### src/rtl/brent_root_finder_macros.svh
// Assertion macros shared by the brent_root_finder RTL.
// Depends on nothing; included by files that carry concurrent assertions.
`ifndef BRENT_ROOT_FINDER_MACROS_SVH
`define BRENT_ROOT_FINDER_MACROS_SVH

// Same-cycle implication, disabled during reset.
`define BRF_ASSERT_NOW(label, clk, rst, ante, cons, msg) \
   label: assert property (@(posedge clk) disable iff (rst) (ante) |-> (cons)) \
      else $error(msg);

// Next-cycle implication, disabled during reset.
`define BRF_ASSERT_NEXT(label, clk, rst, ante, cons, msg) \
   label: assert property (@(posedge clk) disable iff (rst) (ante) |=> (cons)) \
      else $error(msg);

`endif

### src/rtl/brf_pkg.sv
// Package for the Brent root finder: formats, codes, types and saturating helpers.
// Depends on nothing; used by the interfaces, the arithmetic unit and the top level.
package brf_pkg;

   localparam int POINT_WIDTH    = 32;
   localparam int VALUE_WIDTH    = 32;
   localparam int WIDE_WIDTH     = 64;
   localparam int RATIO_FRAC     = 30;
   localparam int EPS2_SHIFT     = 48;
   localparam int RATIO_BITS     = 62;
   localparam int CSR_ADDR_WIDTH = 3;

   typedef logic signed [WIDE_WIDTH-1:0]  wide_type;
   typedef logic signed [POINT_WIDTH-1:0] point_type;
   typedef logic signed [VALUE_WIDTH-1:0] value_type;

   localparam wide_type  SAT_LIM   = 64'sh3FFF_FFFF_FFFF_FFFF;
   localparam wide_type  ONE_Q30   = 64'sh0000_0000_4000_0000;
   localparam wide_type  EPS2_Q48  = 64'sd16888499;
   localparam wide_type  PMAX_W    = (64'sd1 <<< (POINT_WIDTH - 1)) - 64'sd1;
   localparam wide_type  PMIN_W    = -PMAX_W - 64'sd1;
   localparam point_type POINT_ONE = point_type'(64'sd1 <<< (POINT_WIDTH - 2));

   localparam logic [30:0] TOL_RESET   = 31'd10737;
   localparam logic [9:0]  MAXIT_RESET = 10'd100;

   // Word index of each control register.
   localparam logic REG_TOLERANCE = 1'b0;
   localparam logic REG_MAX_ITER  = 1'b1;

   typedef enum logic [1:0] {
      STATUS_BUSY, STATUS_CONVERGED, STATUS_UNBRACKETED, STATUS_LIMIT
   } status_type;

   typedef enum logic [1:0] {PH_IDLE, PH_FIRST, PH_REFINE} phase_type;

   typedef enum logic [1:0] {OP_MUL30, OP_MUL48, OP_DIV} arith_op_type;

   typedef enum logic [1:0] {AU_IDLE, AU_MUL, AU_DIV, AU_FIN} arith_state_type;

   typedef enum logic [4:0] {
      ST_IDLE, ST_R0, ST_R1, ST_TOL, ST_CHK, ST_S, ST_P1, ST_QQ, ST_RR,
      ST_T1A, ST_T1B, ST_T2, ST_P3, ST_Q3A, ST_Q3B, ST_SGN, ST_M1A, ST_M1B,
      ST_M2, ST_CMP, ST_DIVD, ST_STEP, ST_DONE
   } state_type;

   typedef struct packed {
      logic         start;
      arith_op_type op;
      wide_type     x;
      wide_type     y;
   } arith_req_type;

   typedef struct packed {
      logic     done;
      wide_type result;
   } arith_rsp_type;

   function automatic logic [WIDE_WIDTH-1:0] mag_w(input wide_type x);
      return x[WIDE_WIDTH-1] ? WIDE_WIDTH'(-x) : WIDE_WIDTH'(x);
   endfunction

   function automatic wide_type widen_p(input point_type p);
      return wide_type'(p);
   endfunction

   function automatic wide_type widen_v(input value_type v);
      return wide_type'(v);
   endfunction

   function automatic wide_type sat_add(input wide_type x, input wide_type y);
      logic signed [WIDE_WIDTH:0] sx;
      logic signed [WIDE_WIDTH:0] sy;
      logic signed [WIDE_WIDTH:0] sum;
      logic signed [WIDE_WIDTH:0] lim;
      sx  = x;
      sy  = y;
      lim = SAT_LIM;
      sum = sx + sy;
      if (sum > lim) return SAT_LIM;
      if (sum < -lim) return -SAT_LIM;
      return wide_type'(sum);
   endfunction

   function automatic wide_type sat_sub(input wide_type x, input wide_type y);
      return sat_add(x, -y);
   endfunction

   function automatic point_type pclamp(input wide_type x);
      if (x > PMAX_W) return point_type'(PMAX_W);
      if (x < PMIN_W) return point_type'(PMIN_W);
      return point_type'(x);
   endfunction

   // Halve, truncating toward zero.
   function automatic wide_type half_tz(input wide_type x);
      return x[WIDE_WIDTH-1] ? ((x + 64'sd1) >>> 1) : (x >>> 1);
   endfunction

   function automatic logic same_sign(input value_type x, input value_type y);
      return (x > 0 && y > 0) || (x < 0 && y < 0);
   endfunction

endpackage

### src/rtl/brf_arith_unit.sv
// Shared multi-cycle multiply and divide unit of the Brent root finder.
// Depends on brf_pkg for operand types, saturation limit and op codes.
module brf_arith_unit (
   input  logic                   clock,
   input  logic                   reset,
   input  brf_pkg::arith_req_type req_i,
   output brf_pkg::arith_rsp_type rsp_o
);

   brf_pkg::arith_state_type au_state_ff, au_state_in;
   brf_pkg::arith_op_type    op_ff, op_in;
   logic                     neg_ff, neg_in;
   logic                     sat_ff, sat_in;
   logic [61:0]              a_ff, a_in;
   logic [61:0]              b_ff, b_in;
   logic [123:0]             acc_ff, acc_in;
   logic [5:0]               step_ff, step_in;
   logic [61:0]              rem_ff, rem_in;
   logic [61:0]              num_ff, num_in;
   logic [61:0]              quo_ff, quo_in;
   brf_pkg::wide_type        result_ff, result_in;
   logic                     done_ff, done_in;

   logic [63:0]  x_mag;
   logic [63:0]  y_mag;
   logic [31:0]  a_half;
   logic [31:0]  b_half;
   logic [63:0]  pp;
   logic [123:0] pp_sh;
   logic [62:0]  rem_sh;
   logic [123:0] shifted;
   logic [63:0]  mag_res;

   // State register and datapath registers.
   always_ff @(posedge clock) begin
      if (reset) begin
         au_state_ff <= brf_pkg::AU_IDLE;
         done_ff     <= 1'b0;
      end else begin
         au_state_ff <= au_state_in;
         done_ff     <= done_in;
      end
      op_ff     <= op_in;
      neg_ff    <= neg_in;
      sat_ff    <= sat_in;
      a_ff      <= a_in;
      b_ff      <= b_in;
      acc_ff    <= acc_in;
      step_ff   <= step_in;
      rem_ff    <= rem_in;
      num_ff    <= num_in;
      quo_ff    <= quo_in;
      result_ff <= result_in;
   end

   // Sequencing of one multiply (four partial products) or one division (a bit a cycle).
   always_comb begin
      au_state_in = au_state_ff;
      op_in       = op_ff;
      neg_in      = neg_ff;
      sat_in      = sat_ff;
      a_in        = a_ff;
      b_in        = b_ff;
      acc_in      = acc_ff;
      step_in     = step_ff;
      rem_in      = rem_ff;
      num_in      = num_ff;
      quo_in      = quo_ff;
      result_in   = result_ff;
      done_in     = 1'b0;

      x_mag  = brf_pkg::mag_w(req_i.x);
      y_mag  = brf_pkg::mag_w(req_i.y);
      a_half = step_ff[0] ? {2'b00, a_ff[61:32]} : a_ff[31:0];
      b_half = step_ff[1] ? {2'b00, b_ff[61:32]} : b_ff[31:0];
      pp     = 64'(a_half) * 64'(b_half);
      case (step_ff[1:0])
         2'd0:    pp_sh = 124'(pp);
         2'd1:    pp_sh = 124'(pp) << 32;
         2'd2:    pp_sh = 124'(pp) << 32;
         default: pp_sh = 124'(pp) << 64;
      endcase
      rem_sh  = {rem_ff, num_ff[61]};
      shifted = (op_ff == brf_pkg::OP_MUL30) ? (acc_ff >> brf_pkg::RATIO_FRAC)
                                             : (acc_ff >> brf_pkg::EPS2_SHIFT);
      if (op_ff == brf_pkg::OP_DIV) begin
         mag_res = sat_ff ? 64'(brf_pkg::SAT_LIM) : {2'b00, quo_ff};
      end else if (|shifted[123:62]) begin
         mag_res = 64'(brf_pkg::SAT_LIM);
      end else begin
         mag_res = {2'b00, shifted[61:0]};
      end

      case (au_state_ff)
         brf_pkg::AU_IDLE: begin
            if (req_i.start) begin
               op_in   = req_i.op;
               neg_in  = req_i.x[63] ^ req_i.y[63];
               a_in    = x_mag[61:0];
               b_in    = y_mag[61:0];
               step_in = 6'd0;
               acc_in  = 124'd0;
               quo_in  = 62'd0;
               sat_in  = 1'b0;
               if (req_i.op == brf_pkg::OP_DIV) begin
                  // A zero divisor yields zero; a quotient of 2^32 or more saturates.
                  if (y_mag == 64'd0) begin
                     neg_in      = 1'b0;
                     au_state_in = brf_pkg::AU_FIN;
                  end else if ({34'd0, x_mag[61:32]} >= y_mag) begin
                     sat_in      = 1'b1;
                     au_state_in = brf_pkg::AU_FIN;
                  end else begin
                     rem_in      = {32'd0, x_mag[61:32]};
                     num_in      = {x_mag[31:0], 30'd0};
                     au_state_in = brf_pkg::AU_DIV;
                  end
               end else begin
                  au_state_in = brf_pkg::AU_MUL;
               end
            end
         end
         brf_pkg::AU_MUL: begin
            acc_in  = acc_ff + pp_sh;
            step_in = step_ff + 6'd1;
            if (step_ff[1:0] == 2'd3) begin
               au_state_in = brf_pkg::AU_FIN;
            end
         end
         brf_pkg::AU_DIV: begin
            if (rem_sh >= {1'b0, b_ff}) begin
               rem_in = 62'(rem_sh - {1'b0, b_ff});
               quo_in = {quo_ff[60:0], 1'b1};
            end else begin
               rem_in = rem_sh[61:0];
               quo_in = {quo_ff[60:0], 1'b0};
            end
            num_in  = {num_ff[60:0], 1'b0};
            step_in = step_ff + 6'd1;
            if (step_ff == 6'(brf_pkg::RATIO_BITS - 1)) begin
               au_state_in = brf_pkg::AU_FIN;
            end
         end
         brf_pkg::AU_FIN: begin
            result_in   = neg_ff ? -brf_pkg::wide_type'(mag_res)
                                 : brf_pkg::wide_type'(mag_res);
            done_in     = 1'b1;
            au_state_in = brf_pkg::AU_IDLE;
         end
         default: begin
            au_state_in = brf_pkg::AU_IDLE;
         end
      endcase
   end

   assign rsp_o.done   = done_ff;
   assign rsp_o.result = result_ff;

endmodule

### config.mk
export PLATFORM = sky130hd
export DESIGN_NAME = brf_arith_unit
export DESIGN_NICKNAME = d
export VERILOG_FILES = /design/src/rtl/brent_root_finder_macros.svh /design/src/rtl/brf_pkg.sv /design/src/rtl/brf_arith_unit.sv
export SDC_FILE = /design/constraint.sdc
export NUM_CORES = 2
export LEC_CHECK = 0
export CAP_MARGIN = 20
export CORE_MARGIN = 2
export CORE_UTILIZATION = 50
export CTS_CLUSTER_SIZE = 40
export DETAILED_ROUTE_END_ITERATION = 12
export DONT_BUFFER_PORTS = 1
export SYNTH_ARGS = -nofsm -noshare
export SYNTH_HDL_FRONTEND = slang
export SYNTH_SLANG_ARGS = --single-unit
### constraint.sdc
create_clock -name clock -period 15.2 [get_ports clock]
set_input_delay 0 -clock clock [delete_from_list [all_inputs] [get_ports clock]]
set_output_delay 0 -clock clock [all_outputs]
set_load 0.05 [all_outputs]
==> results.py <==
metrics = {
    "run_status": {
        "outcome": "complete, no violations",
    },
    "timing": {
        "worst_pin_slew_ns": 1.23,
        "slew_viol_final": 0,
        "hold_slack_ns": 0.00527,
        "min_period_ns": 14.35,
        "timing.setup.tns_ns": 0,
        "hold_viol_final": 0,
        "finalCritPeriodShare": 0.944,
        "setup_violations": 0,
        "rsz0062_at_grt": "no",
        "clock_skew_ns": 0.0854,
        "fmax_ghz": 0.0697,
        "slew_headroom": 0.174,
        "final.setup.worst_slack_ns": 0.850,
    },
    "cts": {
        "clock-sinks": 481,
        "clk_latency_ns": 0.75,
        "cts-root-buf": "clkbuf_16",
        "cts_tree": "yes",
        "cts_htree_levels": 2,
        "clk_pin_slew_ns": 0.07,
        "numCtsBuffers": 61,
        "clk_path_buf_depth": 3,
    },
    "route": {
        "wl_per_cell_um": 26.3,
        "drc": 0,
        "drt_iter0_markers": 6034,
        "routed_wl_um": 269000,
        "first_pass_iters": 6,
        "via_per_inst": 6.09,
        "antenna_left": 0,
        "vias": 62400,
    },
    "floorplan": {
        "num_rows": 138,
        "start_util": 0.504,
        "io_pins": 198,
        "core_mm2": 0.142,
        "die_h_um": 382,
        "die_area_mm2": 0.146,
        "die_x_um": 382,
    },
    "yosys": {
        "syn_area_mm2": 0.0713,
        "synth-seq-cells": 481,
        "seq_area_frac_synth": 0.202,
        "synth_cells": 8225,
        "synth_edf_count": 478,
        "synthArstFlopShare": 0,
        "synth_area_per_cell_um2": 8.67,
        "ys_types": 100,
        "syn_nets": 9746,
        "yosysWarnings": 0,
        "ys.flop_type": "edfxtp_1",
    },
    "grt": {
        "overflow": 0,
        "antenna_found_initial": 10,
        "grt_max_degree": 81,
        "grt_use_total": 0.365,
        "grt_pass1_wl_um": 397000,
        "grt_pass1_vias": 61300,
    },
    "critical_path": {
        "r2r-end": "acc_ff[118]$_SDFFCE_PN0P_",
        "end_kind": "register",
        "cp-endpoint": "acc_ff[118]$_SDFFCE_PN0P_",
        "rrSetupSlack_ns": 0.85,
        "cp_common_cell": "fa_1",
        "ff2ff_path_depth": 37,
        "critPathMaxStageDelay_ns": 1.04,
        "startpoint": "step_ff[0]$_SDFFCE_PN0P_",
        "crit_required_ns": 15.81,
        "r2r_start": "step_ff[0]$_SDFFCE_PN0P_",
        "crit_fanout": 11,
        "cp_slowest_cell": "edfxtp_1",
        "worstSetupPathType": "reg -> reg",
        "start_kind": "register",
        "arrival_ns": 14.96,
    },
    "placed_design": {
        "dp_slack_ns": 1.09,
        "hpwl_um": 214000,
        "place_inst": 9877,
        "gp_congestion": 1.06,
        "portBuffers": 0,
    },
    "final_layout": {
        "nFillCells": 13200,
        "nNetsFinal": 9813,
        "finalNonFillerCells": 10200,
        "syn2layout_area_growth_pct": 10.1,
        "drive_above_1_share": 0.0592,
    },
    "flow_run": {
        "drv_cap": 0,
    },
    "min_path": {
        "min-delay-path-class": "in -> reg",
    },
}
## routing by layer
metal / track usage / wire, um / vias to the layer above
met1: 0.493 / 110000 / 31100
met5: 0.00397 / 176 / -
li1: - / - / 27500
met4: 0.161 / 14300 / 14
met2: 0.555 / 117000 / 3115
met3: 0.0916 / 28200 / 653
## cells in the final DEF (no fill, tap or decap), types with 74 or more instances in the layout
cell,n
o21ai_0,317
nand2_1,946
nor2_1,1018
nand3_1,108
inv_1,1138
xnor2_1,264
a21oi_1,386
fa_1,898
and2_1,114
xor2_1,123
nand4_1,93
a21o_1,185
nor3_1,97
dlygate4sd3_1,238
buf_4,192
edfxtp_1,478
a31oi_1,74
ha_1,488
## synth_stat cells, types with 47 or more instances
cell type	n	area share
a21o_1	185	0.019
nand3_1	108	0.0076
o21bai_1	57	0.0060
xor2_1	123	0.015
and3_1	47	0.0041
mux2_2	64	0.010
nor3_1	97	0.0068
xnor2_1	264	0.032
fa_1	898	0.25
o21ai_0	326	0.023
nand4_1	93	0.0082
o31ai_1	71	0.0075
nand2b_1	57	0.0050
a31oi_1	74	0.0065
clkbuf_1	382	0.020
o21a_1	49	0.0052
edfxtp_1	478	0.20
ha_1	490	0.086
inv_1	1140	0.060
and2_1	114	0.010
mux2i_1	49	0.0069
nor2_1	1020	0.054
a21oi_1	386	0.027
nand2_1	948	0.050
## worst min path at each step
| stage | from | slack, ns | cells after the start | end |
|---|---|---|---|---|
| after floorplan | reset | 0.07 | 1 | au_state_ff[0]$_SDFFE_PP0P_ |
| after global placement | reset | 0.07 | 1 | au_state_ff[0]$_SDFFE_PP0P_ |
| after global routing | req_i[123] | 0.05 | 4 | rem_ff[28]$_DFFE_PP_ |
| after CTS | req_i[130] | 0.001 | 2 | op_ff[1]$_DFFE_PP_ |
| final | req_i[130] | 0.005 | 2 | op_ff[0]$_DFFE_PP_ |
| after detailed placement | reset | 0.07 | 1 | au_state_ff[0]$_SDFFE_PP0P_ |
## per-stage QoR
| stage | util | cell area, um2 |
|---|---|---|
| finish | 0.555 | 78600 |
| CTS | 0.555 | 78500 |
| floorplan | - | 71300 |
| global route | 0.555 | 78500 |
| detailed placement | 0.522 | 73900 |
| global placement | 0.522 | 73900 |
## final cells by class
class	instances	area, um2	share of cell area
multi-input cells	6168	51300	0.653
flip-flops and latches	481	14400	0.183
inverters	1143	4300	0.0547
repair buffers	437	3970	0.0506
well taps	1890	2360	0.0301
clock buffers	71	1630	0.0208
clock inverters	43	572	0.00728
diodes	5	12.5	0.000159
## critical path: cells and delay by family (launching register included)
kind            cells  cell delay [ns]
flops               1             1.04
simple gates       10             2.38
xor+xnor            1             0.41
buf+inv             5             0.87
fa+ha+maj          10             5.06
compound gates     10             3.66
mux                 1             0.79
## state kept, by name, summed over array words and instances, names as in the netlist
register     flops
neg_ff           1
sat_ff           1
num_ff          32
acc_ff         124
a_ff            62
b_ff            62
au_state_ff      2
step_ff          6
quo_ff          62
op_ff            2
done_ff          1
result_ff       64
rem_ff          62
## repair_timing
item,4_1_cts,5_1_grt
hold endpoints to repair,193,0
hold buffers,239,0
endpoints found under the setup margin,0,0
resized for setup,0,0
buffers inserted,0,0
## logic make-up after synthesis
| kind of cell | count (synthesis) | share of synthesized area |
|---|---|---|
| simple gates | 2724 | 0.170 |
| buf+inv | 1576 | 0.0839 |
| compound gates | 1556 | 0.142 |
| fa+ha+maj | 1388 | 0.338 |
| flops | 481 | 0.202 |
| xor+xnor | 387 | 0.0475 |
| mux | 113 | 0.0170 |
Power is not shown: default switching activity piles up to over one toggle a cycle in this logic, so the estimate is an artifact.
